**config.mk**
```make
export PLATFORM = sky130hd
export DESIGN_NAME = register_rename_rob_unit_top_flat
export DESIGN_NICKNAME = d
export VERILOG_FILES = /design/src/rtl/rrr_pkg.sv /design/src/rtl/rrr_ifs.sv /design/src/rtl/rrr_front.sv /design/src/rtl/rrr_back.sv /design/src/rtl/register_rename_rob_unit_top.sv /design/src/flat_wrapper.sv
export SDC_FILE = /design/constraint.sdc
export NUM_CORES = 2
export LEC_CHECK = 0
export BUFFER_PORTS_ARGS = -buffer_cell sky130_fd_sc_hd__buf_2
export CORE_MARGIN = 2
export CORE_UTILIZATION = 45
export CTS_CLUSTER_DIAMETER = 200
export CTS_CLUSTER_SIZE = 14
export DETAILED_ROUTE_END_ITERATION = 10
export HOLD_SLACK_MARGIN = 0.12
export SLEW_MARGIN = 20
export SYNTH_ARGS = -nofsm -noshare
export SYNTH_HDL_FRONTEND = slang
export SYNTH_HIERARCHICAL = 1
export SYNTH_SLANG_ARGS = --single-unit
```
**constraint.sdc**
```tcl
create_clock -name clk -period 11.85 [get_ports clk]
set_input_delay 1.185 -clock clk [delete_from_list [all_inputs] [get_ports clk]]
set_output_delay 1.185 -clock clk [all_outputs]
set_load 0.05 [all_outputs]
```
**src/rtl/rrr_pkg.sv**
```systemverilog
package rrr_pkg;

  // Fixed field widths of the request and result words.
  localparam int ARCH_REGS = 32;
  localparam int REG_W     = 5;
  localparam int TAG_W     = 6;
  localparam int SLOT_W    = 5;
  localparam int IDX_W     = 5;

  // Default sizes handed to the top level.
  localparam int DEF_ROB_DEPTH  = 32;
  localparam int DEF_FREE_DEPTH = 32;
  localparam int DEF_PHYS_REGS  = 64;

  typedef enum logic [1:0] {
    REQ_RENAME   = 2'd0,
    REQ_COMPLETE = 2'd1,
    REQ_COMMIT   = 2'd2,
    REQ_FLUSH    = 2'd3
  } req_kind_t;

  typedef enum logic [2:0] {
    STAT_OK        = 3'd0,
    STAT_ROB_FULL  = 3'd1,
    STAT_NO_FREE   = 3'd2,
    STAT_SER_WAIT  = 3'd3,
    STAT_NOT_DONE  = 3'd4,
    STAT_BAD_ENTRY = 3'd5
  } status_t;

  // A classified request as it waits in the queue between front and back.
  typedef struct packed {
    req_kind_t        kind;
    logic             writes;
    logic [REG_W-1:0] dest_reg;
    logic             src1_live;
    logic [REG_W-1:0] src1_reg;
    logic             src2_live;
    logic [REG_W-1:0] src2_reg;
    logic             serializing;
    logic [IDX_W-1:0] entry_index;
  } op_item_t;

  // One result word.
  typedef struct packed {
    logic              accepted;
    status_t           status;
    logic [SLOT_W-1:0] rob_slot;
    logic [TAG_W-1:0]  dest_phys;
    logic [TAG_W-1:0]  prior_phys;
    logic [TAG_W-1:0]  src1_phys;
    logic              src1_avail;
    logic [TAG_W-1:0]  src2_phys;
    logic              src2_avail;
    logic [REG_W-1:0]  commit_arch_reg;
    logic              commit_writes;
  } result_t;

endpackage

```
**src/rtl/rrr_ifs.sv**
```systemverilog
interface rrr_req_if;
  import rrr_pkg::*;
  logic             valid;
  logic             ready;
  logic [1:0]       req_type;
  logic             has_dest;
  logic [REG_W-1:0] dest_reg;
  logic             src1_used;
  logic [REG_W-1:0] src1_reg;
  logic             src2_used;
  logic [REG_W-1:0] src2_reg;
  logic             serializing;
  logic [IDX_W-1:0] entry_index;

  modport source (output valid, req_type, has_dest, dest_reg, src1_used, src1_reg,
                  src2_used, src2_reg, serializing, entry_index, input ready);
  modport sink (input valid, req_type, has_dest, dest_reg, src1_used, src1_reg,
                src2_used, src2_reg, serializing, entry_index, output ready);
endinterface

interface rrr_rsp_if;
  import rrr_pkg::*;
  logic              valid;
  logic              ready;
  logic              accepted;
  logic [2:0]        status;
  logic [SLOT_W-1:0] rob_slot;
  logic [TAG_W-1:0]  dest_phys;
  logic [TAG_W-1:0]  prior_phys;
  logic [TAG_W-1:0]  src1_phys;
  logic              src1_avail;
  logic [TAG_W-1:0]  src2_phys;
  logic              src2_avail;
  logic [REG_W-1:0]  commit_arch_reg;
  logic              commit_writes;

  modport source (output valid, accepted, status, rob_slot, dest_phys, prior_phys,
                  src1_phys, src1_avail, src2_phys, src2_avail, commit_arch_reg,
                  commit_writes, input ready);
  modport sink (input valid, accepted, status, rob_slot, dest_phys, prior_phys,
                src1_phys, src1_avail, src2_phys, src2_avail, commit_arch_reg,
                commit_writes, output ready);
endinterface

```
**src/rtl/rrr_front.sv**
```systemverilog
module rrr_front (
  input  logic             clk,
  input  logic             rst_n,
  rrr_req_if.sink          in_req,
  output rrr_pkg::op_item_t q_item,
  output logic             q_valid,
  input  logic             q_ready
);
  import rrr_pkg::*;

  op_item_t   q_mem_r [2];
  logic       wp_r, wp_nxt;
  logic       rp_r, rp_nxt;
  logic [1:0] cnt_r, cnt_nxt;
  op_item_t   cls;
  logic       push, pop;

  // Decode the request kind and flag which registers really take part.
  always_comb begin
    cls.kind        = req_kind_t'(in_req.req_type);
    cls.writes      = in_req.has_dest && (in_req.dest_reg != '0);
    cls.dest_reg    = in_req.dest_reg;
    cls.src1_live   = in_req.src1_used && (in_req.src1_reg != '0);
    cls.src1_reg    = in_req.src1_reg;
    cls.src2_live   = in_req.src2_used && (in_req.src2_reg != '0);
    cls.src2_reg    = in_req.src2_reg;
    cls.serializing = in_req.serializing;
    cls.entry_index = in_req.entry_index;
  end

  // Two-entry queue towards the back end.
  assign in_req.ready = (cnt_r != 2'd2);
  assign push    = in_req.valid && in_req.ready;
  assign q_valid = (cnt_r != 2'd0);
  assign pop     = q_valid && q_ready;
  assign q_item  = q_mem_r[rp_r];

  always_comb begin
    wp_nxt  = push ? ~wp_r : wp_r;
    rp_nxt  = pop ? ~rp_r : rp_r;
    cnt_nxt = cnt_r + {1'b0, push} - {1'b0, pop};
  end

  always_ff @(posedge clk) begin
    if (!rst_n) begin
      wp_r  <= 1'b0;
      rp_r  <= 1'b0;
      cnt_r <= 2'd0;
    end else begin
      wp_r  <= wp_nxt;
      rp_r  <= rp_nxt;
      cnt_r <= cnt_nxt;
    end
  end

  always_ff @(posedge clk) begin
    if (push) begin
      q_mem_r[wp_r] <= cls;
    end
  end

endmodule

```
**src/rtl/rrr_back.sv**
```systemverilog
module rrr_back #(
  parameter int ROB_DEPTH  = rrr_pkg::DEF_ROB_DEPTH,
  parameter int FREE_DEPTH = rrr_pkg::DEF_FREE_DEPTH,
  parameter int PHYS_REGS  = rrr_pkg::DEF_PHYS_REGS
) (
  input  logic              clk,
  input  logic              rst_n,
  input  rrr_pkg::op_item_t q_item,
  input  logic              q_valid,
  output logic              q_ready,
  rrr_rsp_if.source         out_rsp
);
  import rrr_pkg::*;

  localparam int RIW   = $clog2(ROB_DEPTH);
  localparam int RCW   = $clog2(ROB_DEPTH + 1);
  localparam int FIW   = $clog2(FREE_DEPTH);
  localparam int FCW   = $clog2(FREE_DEPTH + 1);
  localparam int PW    = $clog2(PHYS_REGS);
  localparam int NFILL = (PHYS_REGS - ARCH_REGS < FREE_DEPTH) ?
                         (PHYS_REGS - ARCH_REGS) : FREE_DEPTH;

  typedef enum logic [3:0] {
    S_IDLE = 4'b0001,
    S_EXEC = 4'b0010,
    S_WRD  = 4'b0100,
    S_WUPD = 4'b1000
  } state_t;

  state_t st_r, st_nxt;
  op_item_t cur_r;

  // Rename map: two copies so that both sources and the destination read at once.
  logic [PW-1:0]        map_a_mem [ARCH_REGS];
  logic [PW-1:0]        map_b_mem [ARCH_REGS];
  logic [ARCH_REGS-1:0] map_wr_r, map_wr_nxt;
  logic [PW-1:0]        map_a1_q, map_a2_q, map_b_q;
  logic                 map_we;
  logic [REG_W-1:0]     map_wa;
  logic [PW-1:0]        map_wd;

  // Free ring.
  logic [PW-1:0]         fr_mem [FREE_DEPTH];
  logic [FREE_DEPTH-1:0] fr_wr_r, fr_wr_nxt;
  logic [PW-1:0]         fr_q;
  logic [FIW-1:0]        fr_head_r, fr_head_nxt, fr_tail_r, fr_tail_nxt;
  logic [FCW-1:0]        fr_cnt_r, fr_cnt_nxt;
  logic                  push_en, pop_en, fr_we;
  logic [PW-1:0]         push_val;

  // Reorder buffer.
  logic [REG_W-1:0]     rob_ad_mem [ROB_DEPTH];
  logic [PW-1:0]        rob_np_mem [ROB_DEPTH];
  logic [PW-1:0]        rob_op_mem [ROB_DEPTH];
  logic [REG_W-1:0]     rob_ad_q;
  logic [PW-1:0]        rob_np_q, rob_op_q;
  logic [ROB_DEPTH-1:0] rob_valid_r, rob_valid_nxt, rob_done_r, rob_done_nxt;
  logic [RIW-1:0]       rob_head_r, rob_head_nxt, rob_tail_r, rob_tail_nxt;
  logic [RCW-1:0]       rob_used_r, rob_used_nxt;
  logic                 rob_we;
  logic [RIW-1:0]       rob_ra, tail_dec, idx_w;

  logic [PHYS_REGS-1:0] rdy_r, rdy_nxt;

  // Flush walk.
  logic [RIW-1:0] stop_r, stop_nxt;
  logic [RCW-1:0] guard_r, guard_nxt;
  logic           walk_end;

  // Result register.
  logic    out_valid_r, out_valid_nxt, out_free, out_load;
  result_t out_res_r, res;

  logic           rd_en, idx_ok, writes_ok;
  logic [PW-1:0]  p1, p2;

  assign q_ready  = (st_r == S_IDLE);
  assign out_free = !out_valid_r || out_rsp.ready;
  assign tail_dec = (rob_tail_r == '0) ? RIW'(ROB_DEPTH - 1) : rob_tail_r - 1'b1;
  assign idx_w    = RIW'(cur_r.entry_index);
  assign idx_ok   = (32'(cur_r.entry_index) < 32'(ROB_DEPTH)) && rob_valid_r[idx_w];
  assign walk_end = (rob_tail_r == stop_r) || (guard_r == RCW'(ROB_DEPTH));
  assign rd_en    = ((st_r == S_IDLE) && q_valid) || ((st_r == S_WRD) && !walk_end);
  assign rob_ra   = (st_r != S_IDLE) ? tail_dec :
                    (q_item.kind == REQ_COMPLETE) ? RIW'(q_item.entry_index) : rob_head_r;
  assign p1       = cur_r.src1_live ? map_a1_q : '0;
  assign p2       = cur_r.src2_live ? map_a2_q : '0;

  // Sequencer: each request executes once its reads are back and the result register is free; flush walks back.
  always_comb begin
    st_nxt        = st_r;
    map_wr_nxt    = map_wr_r;
    fr_wr_nxt     = fr_wr_r;
    fr_head_nxt   = fr_head_r;
    fr_tail_nxt   = fr_tail_r;
    fr_cnt_nxt    = fr_cnt_r;
    rob_valid_nxt = rob_valid_r;
    rob_done_nxt  = rob_done_r;
    rob_head_nxt  = rob_head_r;
    rob_tail_nxt  = rob_tail_r;
    rob_used_nxt  = rob_used_r;
    rdy_nxt       = rdy_r;
    stop_nxt      = stop_r;
    guard_nxt     = guard_r;
    map_we        = 1'b0;
    map_wa        = cur_r.dest_reg;
    map_wd        = fr_q;
    push_en       = 1'b0;
    push_val      = rob_op_q;
    pop_en        = 1'b0;
    rob_we        = 1'b0;
    out_load      = 1'b0;
    res           = '0;
    writes_ok     = 1'b0;

    case (st_r)
      S_IDLE: begin
        if (q_valid) begin
          st_nxt = S_EXEC;
        end
      end
      S_EXEC: begin
        if (out_free) begin
          st_nxt   = S_IDLE;
          out_load = 1'b1;
          case (cur_r.kind)
            REQ_RENAME: begin
              if (cur_r.serializing && rob_used_r != '0) begin
                res.status = STAT_SER_WAIT;
              end else if (rob_used_r == RCW'(ROB_DEPTH)) begin
                res.status = STAT_ROB_FULL;
              end else if (cur_r.writes && fr_cnt_r == '0) begin
                res.status = STAT_NO_FREE;
              end else begin
                writes_ok      = cur_r.writes;
                res.accepted   = 1'b1;
                res.rob_slot   = SLOT_W'(rob_tail_r);
                res.src1_phys  = TAG_W'(p1);
                res.src1_avail = (32'(p1) < 32'(PHYS_REGS)) ? rdy_r[p1] : 1'b1;
                res.src2_phys  = TAG_W'(p2);
                res.src2_avail = (32'(p2) < 32'(PHYS_REGS)) ? rdy_r[p2] : 1'b1;
                if (writes_ok) begin
                  res.dest_phys  = TAG_W'(fr_q);
                  res.prior_phys = TAG_W'(map_b_q);
                  pop_en         = 1'b1;
                  map_we         = 1'b1;
                  if (32'(fr_q) < 32'(PHYS_REGS)) begin
                    rdy_nxt[fr_q] = 1'b0;
                  end
                end
                rob_we                    = 1'b1;
                rob_valid_nxt[rob_tail_r] = 1'b1;
                rob_done_nxt[rob_tail_r]  = 1'b0;
                rob_tail_nxt = (rob_tail_r == RIW'(ROB_DEPTH - 1)) ? '0 : rob_tail_r + 1'b1;
                rob_used_nxt = rob_used_r + 1'b1;
              end
            end
            REQ_COMPLETE: begin
              if (!idx_ok) begin
                res.status = STAT_BAD_ENTRY;
              end else begin
                res.accepted        = 1'b1;
                rob_done_nxt[idx_w] = 1'b1;
                if (32'(rob_np_q) < 32'(PHYS_REGS)) begin
                  rdy_nxt[rob_np_q] = 1'b1;
                end
              end
            end
            REQ_COMMIT: begin
              if (rob_used_r == '0 || !rob_valid_r[rob_head_r]) begin
                res.status = STAT_BAD_ENTRY;
              end else if (!rob_done_r[rob_head_r]) begin
                res.status = STAT_NOT_DONE;
              end else begin
                res.accepted  = 1'b1;
                res.rob_slot  = SLOT_W'(rob_head_r);
                res.dest_phys = TAG_W'(rob_np_q);
                if (rob_ad_q != '0) begin
                  push_en             = 1'b1;
                  res.prior_phys      = TAG_W'(rob_op_q);
                  res.commit_arch_reg = rob_ad_q;
                  res.commit_writes   = 1'b1;
                end
                rob_valid_nxt[rob_head_r] = 1'b0;
                rob_done_nxt[rob_head_r]  = 1'b0;
                rob_head_nxt = (rob_head_r == RIW'(ROB_DEPTH - 1)) ? '0 : rob_head_r + 1'b1;
                rob_used_nxt = rob_used_r - 1'b1;
              end
            end
            REQ_FLUSH: begin
              if (!idx_ok) begin
                res.status = STAT_BAD_ENTRY;
              end else begin
                // The answer goes out when the walk has finished.
                out_load  = 1'b0;
                st_nxt    = S_WRD;
                stop_nxt  = (idx_w == RIW'(ROB_DEPTH - 1)) ? '0 : idx_w + 1'b1;
                guard_nxt = '0;
              end
            end
            default: begin
              res.status = STAT_BAD_ENTRY;
            end
          endcase
        end
      end
      S_WRD: begin
        if (walk_end) begin
          if (out_free) begin
            out_load     = 1'b1;
            res.accepted = 1'b1;
            st_nxt       = S_IDLE;
          end
        end else begin
          rob_tail_nxt = tail_dec;
          guard_nxt    = guard_r + 1'b1;
          st_nxt       = S_WUPD;
        end
      end
      S_WUPD: begin
        // Undo one entry: restore the old mapping and return the new register.
        if (rob_valid_r[rob_tail_r]) begin
          if (rob_ad_q != '0) begin
            map_we   = 1'b1;
            map_wa   = rob_ad_q;
            map_wd   = rob_op_q;
            push_en  = 1'b1;
            push_val = rob_np_q;
          end
          rob_valid_nxt[rob_tail_r] = 1'b0;
          rob_done_nxt[rob_tail_r]  = 1'b0;
          if (rob_used_r != '0) begin
            rob_used_nxt = rob_used_r - 1'b1;
          end
        end
        st_nxt = S_WRD;
      end
      default: begin
        st_nxt = S_IDLE;
      end
    endcase

    if (map_we) begin
      map_wr_nxt[map_wa] = 1'b1;
    end

    // Free ring bookkeeping; a push onto a full ring is dropped.
    fr_we = push_en && (fr_cnt_r < FCW'(FREE_DEPTH));
    if (fr_we) begin
      fr_wr_nxt[fr_tail_r] = 1'b1;
      fr_tail_nxt = (fr_tail_r == FIW'(FREE_DEPTH - 1)) ? '0 : fr_tail_r + 1'b1;
      fr_cnt_nxt  = fr_cnt_r + 1'b1;
    end
    if (pop_en) begin
      fr_head_nxt = (fr_head_r == FIW'(FREE_DEPTH - 1)) ? '0 : fr_head_r + 1'b1;
      fr_cnt_nxt  = fr_cnt_r - 1'b1;
    end

    out_valid_nxt = out_load ? 1'b1 : (out_rsp.ready ? 1'b0 : out_valid_r);
  end

  // Control state.
  always_ff @(posedge clk) begin
    if (!rst_n) begin
      st_r        <= S_IDLE;
      map_wr_r    <= '0;
      fr_wr_r     <= '0;
      fr_head_r   <= '0;
      fr_tail_r   <= FIW'(NFILL % FREE_DEPTH);
      fr_cnt_r    <= FCW'(NFILL);
      rob_valid_r <= '0;
      rob_done_r  <= '0;
      rob_head_r  <= '0;
      rob_tail_r  <= '0;
      rob_used_r  <= '0;
      rdy_r       <= '1;
      stop_r      <= '0;
      guard_r     <= '0;
      out_valid_r <= 1'b0;
    end else begin
      st_r        <= st_nxt;
      map_wr_r    <= map_wr_nxt;
      fr_wr_r     <= fr_wr_nxt;
      fr_head_r   <= fr_head_nxt;
      fr_tail_r   <= fr_tail_nxt;
      fr_cnt_r    <= fr_cnt_nxt;
      rob_valid_r <= rob_valid_nxt;
      rob_done_r  <= rob_done_nxt;
      rob_head_r  <= rob_head_nxt;
      rob_tail_r  <= rob_tail_nxt;
      rob_used_r  <= rob_used_nxt;
      rdy_r       <= rdy_nxt;
      stop_r      <= stop_nxt;
      guard_r     <= guard_nxt;
      out_valid_r <= out_valid_nxt;
    end
  end

  // Payload registers and the request held during execution.
  always_ff @(posedge clk) begin
    if (st_r == S_IDLE && q_valid) begin
      cur_r <= q_item;
    end
    if (out_load) begin
      out_res_r <= res;
    end
  end

  // Memory writes.
  always_ff @(posedge clk) begin
    if (map_we) begin
      map_a_mem[map_wa] <= map_wd;
      map_b_mem[map_wa] <= map_wd;
    end
    if (fr_we) begin
      fr_mem[fr_tail_r] <= push_val;
    end
    if (rob_we) begin
      rob_ad_mem[rob_tail_r] <= writes_ok ? cur_r.dest_reg : '0;
      rob_np_mem[rob_tail_r] <= writes_ok ? fr_q : '0;
      rob_op_mem[rob_tail_r] <= writes_ok ? map_b_q : '0;
    end
  end

  // Registered memory reads; map and free ring entries never written read as their reset value.
  always_ff @(posedge clk) begin
    if (rd_en) begin
      map_a1_q <= map_wr_r[q_item.src1_reg] ? map_a_mem[q_item.src1_reg] :
                  PW'(q_item.src1_reg);
      map_a2_q <= map_wr_r[q_item.src2_reg] ? map_a_mem[q_item.src2_reg] :
                  PW'(q_item.src2_reg);
      map_b_q  <= map_wr_r[q_item.dest_reg] ? map_b_mem[q_item.dest_reg] :
                  PW'(q_item.dest_reg);
      fr_q     <= fr_wr_r[fr_head_r] ? fr_mem[fr_head_r] :
                  PW'(ARCH_REGS) + PW'(fr_head_r);
      rob_ad_q <= rob_ad_mem[rob_ra];
      rob_np_q <= rob_np_mem[rob_ra];
      rob_op_q <= rob_op_mem[rob_ra];
    end
  end

  assign out_rsp.valid           = out_valid_r;
  assign out_rsp.accepted        = out_res_r.accepted;
  assign out_rsp.status          = out_res_r.status;
  assign out_rsp.rob_slot        = out_res_r.rob_slot;
  assign out_rsp.dest_phys       = out_res_r.dest_phys;
  assign out_rsp.prior_phys      = out_res_r.prior_phys;
  assign out_rsp.src1_phys       = out_res_r.src1_phys;
  assign out_rsp.src1_avail      = out_res_r.src1_avail;
  assign out_rsp.src2_phys       = out_res_r.src2_phys;
  assign out_rsp.src2_avail      = out_res_r.src2_avail;
  assign out_rsp.commit_arch_reg = out_res_r.commit_arch_reg;
  assign out_rsp.commit_writes   = out_res_r.commit_writes;

  // An empty reorder buffer has its pointers together.
  a_empty_ptrs: assert property (@(posedge clk) disable iff (!rst_n)
    (rob_used_r == '0) |-> (rob_head_r == rob_tail_r))
    else $error("reorder buffer empty but head and tail differ");

  // While anything is outstanding the head entry is live.
  a_head_valid: assert property (@(posedge clk) disable iff (!rst_n)
    (rob_used_r != '0) |-> rob_valid_r[rob_head_r])
    else $error("head entry not valid with entries outstanding");

  // Undoing an entry never grows the occupancy.
  a_walk_shrinks: assert property (@(posedge clk) disable iff (!rst_n)
    (st_r == S_WUPD) |=> (rob_used_r <= $past(rob_used_r)))
    else $error("flush walk increased occupancy");

  // The free count never passes the ring size.
  a_free_bound: assert property (@(posedge clk) disable iff (!rst_n)
    fr_cnt_r <= FCW'(FREE_DEPTH))
    else $error("free count beyond ring size");

endmodule

```
**src/rtl/register_rename_rob_unit_top.sv**
```systemverilog
// Channel   Direction  Word
// in_req    in         one request: rename, complete, commit or flush
// out_rsp   out        one result word per request
//
// Rename, complete and commit in the back end first read the map, free ring and
// reorder buffer memories, then execute and load the result.
// A flush walks back one entry per read and update pair, then sees the end of the
// walk and loads the result.
// A two-word queue lets the front accept while the back works.
// Synchronous active-low reset; no clearing pass, the state is usable at once.
// The result register holds a word until taken; the back end waits for it.
module register_rename_rob_unit_top #(
  parameter int ROB_DEPTH  = rrr_pkg::DEF_ROB_DEPTH,
  parameter int FREE_DEPTH = rrr_pkg::DEF_FREE_DEPTH,
  parameter int PHYS_REGS  = rrr_pkg::DEF_PHYS_REGS
) (
  input logic       clk,
  input logic       rst_n,
  rrr_req_if.sink   in_req,
  rrr_rsp_if.source out_rsp
);
  import rrr_pkg::*;

  op_item_t q_item;
  logic     q_valid;
  logic     q_ready;

  // Front: classify and queue.
  rrr_front u_front (
    .clk     (clk),
    .rst_n   (rst_n),
    .in_req  (in_req),
    .q_item  (q_item),
    .q_valid (q_valid),
    .q_ready (q_ready)
  );

  // Back: rename tables, reorder buffer and result register.
  rrr_back #(
    .ROB_DEPTH  (ROB_DEPTH),
    .FREE_DEPTH (FREE_DEPTH),
    .PHYS_REGS  (PHYS_REGS)
  ) u_back (
    .clk     (clk),
    .rst_n   (rst_n),
    .q_item  (q_item),
    .q_valid (q_valid),
    .q_ready (q_ready),
    .out_rsp (out_rsp)
  );

endmodule
```
**src/flat_wrapper.sv**
```systemverilog
// flat-port wrapper written by rule: the top's interface ports become plain ports
module register_rename_rob_unit_top_flat import rrr_pkg::*;
#(
  parameter int ROB_DEPTH  = rrr_pkg::DEF_ROB_DEPTH,
  parameter int FREE_DEPTH = rrr_pkg::DEF_FREE_DEPTH,
  parameter int PHYS_REGS  = rrr_pkg::DEF_PHYS_REGS
)
  (clk, rst_n, in_req_valid, in_req_req_type, in_req_has_dest, in_req_dest_reg, in_req_src1_used, in_req_src1_reg, in_req_src2_used, in_req_src2_reg, in_req_serializing, in_req_entry_index, in_req_ready, out_rsp_valid, out_rsp_accepted, out_rsp_status, out_rsp_rob_slot, out_rsp_dest_phys, out_rsp_prior_phys, out_rsp_src1_phys, out_rsp_src1_avail, out_rsp_src2_phys, out_rsp_src2_avail, out_rsp_commit_arch_reg, out_rsp_commit_writes, out_rsp_ready);
  rrr_req_if in_req_i ();
  rrr_rsp_if out_rsp_i ();
  input logic clk;
  input logic rst_n;
  input wire logic [$bits(in_req_i.valid)-1:0] in_req_valid;
  input wire logic [$bits(in_req_i.req_type)-1:0] in_req_req_type;
  input wire logic [$bits(in_req_i.has_dest)-1:0] in_req_has_dest;
  input wire logic [$bits(in_req_i.dest_reg)-1:0] in_req_dest_reg;
  input wire logic [$bits(in_req_i.src1_used)-1:0] in_req_src1_used;
  input wire logic [$bits(in_req_i.src1_reg)-1:0] in_req_src1_reg;
  input wire logic [$bits(in_req_i.src2_used)-1:0] in_req_src2_used;
  input wire logic [$bits(in_req_i.src2_reg)-1:0] in_req_src2_reg;
  input wire logic [$bits(in_req_i.serializing)-1:0] in_req_serializing;
  input wire logic [$bits(in_req_i.entry_index)-1:0] in_req_entry_index;
  output wire logic [$bits(in_req_i.ready)-1:0] in_req_ready;
  output wire logic [$bits(out_rsp_i.valid)-1:0] out_rsp_valid;
  output wire logic [$bits(out_rsp_i.accepted)-1:0] out_rsp_accepted;
  output wire logic [$bits(out_rsp_i.status)-1:0] out_rsp_status;
  output wire logic [$bits(out_rsp_i.rob_slot)-1:0] out_rsp_rob_slot;
  output wire logic [$bits(out_rsp_i.dest_phys)-1:0] out_rsp_dest_phys;
  output wire logic [$bits(out_rsp_i.prior_phys)-1:0] out_rsp_prior_phys;
  output wire logic [$bits(out_rsp_i.src1_phys)-1:0] out_rsp_src1_phys;
  output wire logic [$bits(out_rsp_i.src1_avail)-1:0] out_rsp_src1_avail;
  output wire logic [$bits(out_rsp_i.src2_phys)-1:0] out_rsp_src2_phys;
  output wire logic [$bits(out_rsp_i.src2_avail)-1:0] out_rsp_src2_avail;
  output wire logic [$bits(out_rsp_i.commit_arch_reg)-1:0] out_rsp_commit_arch_reg;
  output wire logic [$bits(out_rsp_i.commit_writes)-1:0] out_rsp_commit_writes;
  input wire logic [$bits(out_rsp_i.ready)-1:0] out_rsp_ready;
  assign in_req_i.valid = in_req_valid;
  assign in_req_i.req_type = in_req_req_type;
  assign in_req_i.has_dest = in_req_has_dest;
  assign in_req_i.dest_reg = in_req_dest_reg;
  assign in_req_i.src1_used = in_req_src1_used;
  assign in_req_i.src1_reg = in_req_src1_reg;
  assign in_req_i.src2_used = in_req_src2_used;
  assign in_req_i.src2_reg = in_req_src2_reg;
  assign in_req_i.serializing = in_req_serializing;
  assign in_req_i.entry_index = in_req_entry_index;
  assign in_req_ready = in_req_i.ready;
  assign out_rsp_valid = out_rsp_i.valid;
  assign out_rsp_accepted = out_rsp_i.accepted;
  assign out_rsp_status = out_rsp_i.status;
  assign out_rsp_rob_slot = out_rsp_i.rob_slot;
  assign out_rsp_dest_phys = out_rsp_i.dest_phys;
  assign out_rsp_prior_phys = out_rsp_i.prior_phys;
  assign out_rsp_src1_phys = out_rsp_i.src1_phys;
  assign out_rsp_src1_avail = out_rsp_i.src1_avail;
  assign out_rsp_src2_phys = out_rsp_i.src2_phys;
  assign out_rsp_src2_avail = out_rsp_i.src2_avail;
  assign out_rsp_commit_arch_reg = out_rsp_i.commit_arch_reg;
  assign out_rsp_commit_writes = out_rsp_i.commit_writes;
  assign out_rsp_i.ready = out_rsp_ready;
  register_rename_rob_unit_top #(.ROB_DEPTH(ROB_DEPTH), .FREE_DEPTH(FREE_DEPTH), .PHYS_REGS(PHYS_REGS)) u_core (.clk(clk), .rst_n(rst_n), .in_req(in_req_i), .out_rsp(out_rsp_i));
endmodule
```
### Yosys cells after proc, flatten, opt, wreduce, memory -nomap -nowiden

Memory sizes are Yosys's and may differ from the RTL's. A register that Yosys moved wholly into a read port is not among the register bits.
Cells that the tools add are included.

* logic and storage cells: 391
* ROM bits: 0
* memories kept: 7
* bits in latches: 0
* flip-flop bits (word level): 325
* RAM bits: 1172

* $lt $le $gt $ge: 21
* div/mod/pow operators: 0
* reduce and logical (&&, ||, !) cells: 52
* multiplexer cells: 189
* shift-type cells: 0
* add/subtract/negate cells: 14
* bitwise logic cells: 22
* equality and inequality tests: 43
* multiply operators: 0

Memory list
* u_core.u_back.fr_mem: depth 32, bits a word 6, read ports 1, clocked after Yosys merged registers in 1, wr ports 1, line rrr_back.sv:43 `logic [PW-1:0] fr_mem [FREE_DEPTH];`
* u_core.u_back.map_a_mem: depth 32, bits a word 6, read ports 2, clocked after Yosys merged registers in 0, wr ports 1, line rrr_back.sv:34 `logic [PW-1:0] map_a_mem [ARCH_REGS];`
* u_core.u_back.map_b_mem: depth 32, bits a word 6, read ports 1, clocked after Yosys merged registers in 0, wr ports 1, line rrr_back.sv:35 `logic [PW-1:0] map_b_mem [ARCH_REGS];`
* u_core.u_back.rob_np_mem: depth 32, bits a word 6, read ports 1, clocked after Yosys merged registers in 1, wr ports 1, line rrr_back.sv:53 `logic [PW-1:0] rob_np_mem [ROB_DEPTH];`
* u_core.u_back.rob_op_mem: depth 32, bits a word 6, read ports 1, clocked after Yosys merged registers in 1, wr ports 1, line rrr_back.sv:54 `logic [PW-1:0] rob_op_mem [ROB_DEPTH];`
* u_core.u_back.rob_ad_mem: depth 32, bits a word 5, read ports 1, clocked after Yosys merged registers in 1, wr ports 1, line rrr_back.sv:52 `logic [REG_W-1:0] rob_ad_mem [ROB_DEPTH];`
* +1 memories

Operators by type and width (count)
* $mux 32: 15
* $mux 64: 5
* $pmux 32 s2: 3
* $mux 6: 30
* $and 32x32->32: 4
* $or 32x32->32: 4
* $pmux 64 s2: 1
* $mux 5: 23
* $pmux 32 s3: 1
* $mux 31: 3
* $and 64x64->64: 1
* $not 32->32: 2
* $not 64->64: 1
* $or 64x64->64: 1
* $mux 1: 62
* $lt 5x6->1 const B: 9
* $mux 41: 1
* $bmux 1 s5: 8
* $pmux 6 s2: 3
* $mux 17: 2
* $pmux 17 s2: 1
* $ne 2x2->1 const B: 15
* $lt 6x7->1 const B: 4
* $add 5x1->5 const B: 5
* other kinds (56): 137

### Longest topological paths before layout

* depth after elaboration: 12
* depth in mapped cells: 17
* mapped depth without buffers: 15

### Cells and area by module

The synthesis kept the hierarchy.

By module, submodules not included
* rrr_back: cells each 4706, instances 1, area each 58980.3 um^2
* rrr_front: cells each 111, instances 1, area each 2160.8 um^2

### Worst setup path after synthesis

OpenSTA, ideal clock, no wires.

* path type: reg2reg
* start: register u_core.u_back.cur_r (netlist bit u_core/u_back/idx_w[1])
* end: register u_core.u_back.out_res_r (netlist bit u_core/u_back/out_rsp.accepted), enable pin
* arrival: 3.674 ns
* slack: 7.737 ns
* buffers on the path: 2
* setup time: 0.439 ns
* cell stages (with the launch flop): 11
* data required time: 11.411 ns
* cell sequence: edfxtp_1 -> buf_2 -> buf_2 -> mux2i_1 -> nor2_1 -> nor4_1 -> nor2_1 -> a211oi_1 -> nand2b_1 -> a21oi_1 -> nor2_1

* longest elaborated chain between the ends: 6

Ends and longest elaborated chain
* start: declaration: line rrr_back.sv:31 `op_item_t cur_r;`
* start signal: assignment: line rrr_back.sv:302 `cur_r <= q_item;`
* $bmux 1 s5: line rrr_back.sv:81 `assign idx_ok = (32'(cur_r.entry_index) < 32'(ROB_DEPTH)) && rob_valid_r[idx_w];`
* $mux 1 (implied by the code): line rrr_back.sv:81
* $mux 1: line rrr_back.sv:191 `if (!idx_ok) begin`
* $mux 1: line rrr_back.sv:126 `case (cur_r.kind)`
* $mux 1: line rrr_back.sv:123 `if (out_free) begin`
* $pmux 1 s2: line rrr_back.sv:116 `case (st_r)`
* named net u_core.u_back.out_load: line rrr_back.sv:71 `logic out_valid_r, out_valid_nxt, out_free, out_load;`
* end signal: assignment: line rrr_back.sv:305 `out_res_r <= res;`
* end: declaration: line rrr_back.sv:72 `result_t out_res_r, res;`

The timed path passes the listed nets, and every way through them passes these cells. The select of a mux whose other input is x is not followed.
A chain may end at the register's enable or synchronous reset.

### Worst setup path after layout

* start: register u_core/u_back/cur_r[25] (netlist name)
* end: memory u_core/u_back/map_b_mem[31][0] (netlist name), enable pin

* longest elaborated chain between the ends: 6

Ends and longest elaborated chain
* $logic_not 2->1: line rrr_back.sv:126
* $mux 1: line rrr_back.sv:126
* $mux 1: line rrr_back.sv:123
* $pmux 1 s2: line rrr_back.sv:116
* $mux 1: line rrr_back.sv:311 `if (map_we) begin`
* $mux 1 (implied by the code): line rrr_back.sv:313 `map_b_mem[map_wa] <= map_wd;`
* end: declaration: line rrr_back.sv:35

Every way passes these cells.

==> flow_metrics.py <==
metrics = {
    "placed_design": {
        "hpwlAfterDp_mm": 109.3,
        "dp_slack_ps": 6579,
        "place_congestion": 0.9358,
        "io_buffers": 72,
    },
    "worst_setup_path": {
        "cp_slowest_stage_delay_ps": 910,
        "timing.rr.end": "u_core/u_back/map_b_mem[31][0]",
        "crit_slowest_cell": "and2_1",
        "arrival_ps": 5670,
        "end_kind": "flip-flop",
        "required_ps": 12160,
        "crit_type": "flip-flop to flip-flop",
        "path_max_fanout": 33,
        "rrSetupSlack_ps": 6480,
        "cp_common_cell": "inv_1",
        "reg2regPathDepth": 10,
        "start_kind": "flip-flop",
        "timing.rr.start": "u_core/u_back/cur_r[25]",
        "crit_chain": "inv_1 > ha_1 > a21bo_2 > nor3_4 > nand2_2 > inv_1 > and2_1 > a21o_1 > nand2_1 > nor2_1",
    },
    "clocking": {
        "cts_hold_buf": 0,
        "clk_latency_ps": 720,
        "cts_root_buffer": "clkbuf_16",
        "cts_tree": "built",
        "clkTransAtPathRegs_ps": 70,
        "cts_setup_buffers": 0,
        "htreeDepth": 3,
        "cts_resized": 0,
        "cts_sinks": 1328,
        "numCtsBuffers": 104,
        "clock_tree.buffer_depth": 3,
    },
    "sta": {
        "final.setup.tns_ps": 0,
        "fin_crit_sh_pct": 45.28,
        "max_freq_mhz": 186.4,
        "hold_violations": 0,
        "setup_viol": 0,
        "rsz0062_at_grt": "false",
        "fin_worst_skew_ps": 54.89,
        "slew_violations": 0,
        "tightest_slew_ps": 1169,
        "setup_slack_ps": 6484,
        "maxSlewHeadroom_pct": 22.08,
        "fin_crit_ps": 5366,
    },
    "pwr": {
        "vdd_drop_max_uv": 226.8,
        "p_per_area_mw_per_mm2": 200.1,
        "power.leakage_nw": 21.81,
    },
    "layout": {
        "layout.nets": 4818,
        "n_fill_cell": 11760,
        "area_growth_pct": 8.566,
        "mostFrequentLayoutCell": "edfxtp_1",
        "final_cell_mix": "edfxtp_1 (1,078), nand2_1 (941), nand3_1 (401), mux4_2 (304), o21ai_0 (249)",
        "drive_gt1_share_pct": 15.08,
    },
    "synthesis": {
        "ys_types": 88,
        "synth_adder_area_share_pct": 0.7695,
        "synth_top_family_by_area": "multiplexers",
        "yosys.area_share.simple_pct": 13.16,
        "syn_nets": 4884,
        "ys_async_sr_fraction_pct": 0,
        "synth_compound_area_share_pct": 8.370,
        "postSynthAreaPerCell_um2": 12.69,
        "yosysSeqAreaShare_pct": 61.13,
        "synthMuxAreaShare_pct": 13.61,
        "synth_area_mm2": 0.06114,
        "ys.flop_type": "edfxtp_1",
        "synthXorXnorAreaFrac_pct": 0.3438,
        "synth-edff-count": 1078,
        "syn_inst": 4817,
        "ys_ff_latch": 1328,
        "ys_warn_count": 6,
    },
    "global_routing": {
        "grt_pass1_vias": 38900,
        "grt_antenna_before_repair": 6,
        "grtUsageTotal_pct": 24.98,
        "grt_pass1_wl_mm": 262.6,
        "grt_max_degree": 195,
        "grt-ovfl-total": 0,
    },
    "hold_path": {
        "hold_path_class": "flip-flop to flip-flop",
        "hold_end": "u_core/u_back/fr_wr_r[0]",
        "worstHoldStart": "u_core/u_back/fr_wr_r[0]",
        "hold_depth": 2,
    },
    "die": {
        "rows": 135,
        "initial_utilization_pct": 45.25,
        "die_area_mm2": 0.1388,
        "die_h_um": 372.6,
        "ioPinCount": 73,
        "die_w_um": 372.6,
        "core_mm2": 0.1351,
    },
    "routing": {
        "via_per_inst": 6.250,
        "wl_per_cell_um": 26.78,
        "ant_nets": 0,
        "finalWirelength_mm": 177.0,
        "initialDrtViolationCount": 5241,
        "vias": 41310,
        "drt_first_pass_iters": 6,
        "drc": 0,
    },
    "job": {
        "maxCapViolCount": 0,
    },
    "status": {
        "status": "complete, no violations",
    },
}
final cells by class:
cell class	count	area [µm²]	area share, %
inverters	41	153.9	0.2318
diodes	1	2.502	0.003770
multi-input cells	3098	22440	33.80
well taps	1781	2228	3.357
clock buffers	176	2894	4.360
flip-flops and latches	1328	37380	56.32
repair buffers	178	1190	1.793
clock inverters	6	91.34	0.1376
power breakdown:
part           switching (W)  internal (W)  leakage [nW]
combinational        0.00302       0.00126          7.90
sequential          0.000314       0.00540          12.5
clock                0.00163       0.00166          1.42
worst max-delay path, delay by kind of cell (launching register included):
family | cells | cell delay (ps)
AO/OA/AOI/OAI | 2 | 530
adder cells (fa/ha/maj) | 1 | 370
buffers and inverters | 2 | 760
flip-flops | 1 | 430
AND/OR/NAND/NOR | 5 | 2830
per-stage QoR:
stage	utilization [%]	area (µm²)	std cells	total power, W	hold slack (ps)
floorplan	-	61140	4817	0.008484	419.8
detailed placement	46.90	63380	6426	0.01006	437.1
global route	49.12	66380	6608	0.01386	477.7
finish	49.12	66380	6609	0.01328	452.4
global placement	46.90	63370	6426	0.01003	428.2
CTS	49.11	66360	6608	0.01333	452.6
how the worst max path moves through the flow:
| stage | to | from |
|---|---|---|
| after global routing | u_core/u_back/map_b_mem[3][3] | u_core/u_back/cur_r[25] |
| after detailed placement | u_core/u_back/rob_np_q[3] | flip-flop |
| after floorplan | u_core/u_back/out_rsp.accepted | u_core/u_back/idx_w[1] |
| after CTS | u_core/u_back/map_b_mem[31][0] | u_core/u_back/cur_r[25] |
| after global placement | u_core/u_back/rob_np_q[3] | flip-flop |
| final | u_core/u_back/map_b_mem[31][0] | u_core/u_back/cur_r[25] |
routing by layer:
layer  global-route usage (%)  share of wire (%)
met1                    36.64                 43
met2                    38.37                 45
met3                    4.051                8.8
met4                    7.417                3.0
met5                        0              0.018
cell usage after synthesis (all sizes together) (20+ instances only):
cell type / n / area share, %
nand2: 947 / 5.8
nand3: 401 / 3.3
a31oi: 53 / 0.54
ha: 36 / 0.74
o211ai: 131 / 1.6
o21ai: 260 / 2.1
a31o: 32 / 0.46
inv: 40 / 0.25
nand2b: 26 / 0.27
edfxtp: 1078 / 53
mux2: 41 / 0.76
clkbuf: 245 / 1.5
a21oi: 92 / 0.76
o221ai: 35 / 0.50
dfxtp: 250 / 8.2
buf: 105 / 0.86
nor2b: 25 / 0.26
and2: 23 / 0.24
and3: 20 / 0.21
o22ai: 47 / 0.48
mux4: 304 / 11
nand3b: 20 / 0.25
o21a: 30 / 0.37
nor2: 218 / 1.3
mux2i: 101 / 1.7
o31ai: 29 / 0.36
kinds of logic (layout without fill, tap and decap cells):
| family | after synthesis | count (layout) |
|---|---|---|
| compound gates | 789 | 789 |
| xor+xnor | 24 | 24 |
| fa+ha+maj | 37 | 37 |
| buf+inv | 391 | 401 |
| flops | 1328 | 1328 |
| mux | 446 | 446 |
| other cells | 0 | 1 |
| simple gates | 1802 | 1802 |
(Power assumes the default switching activity.)
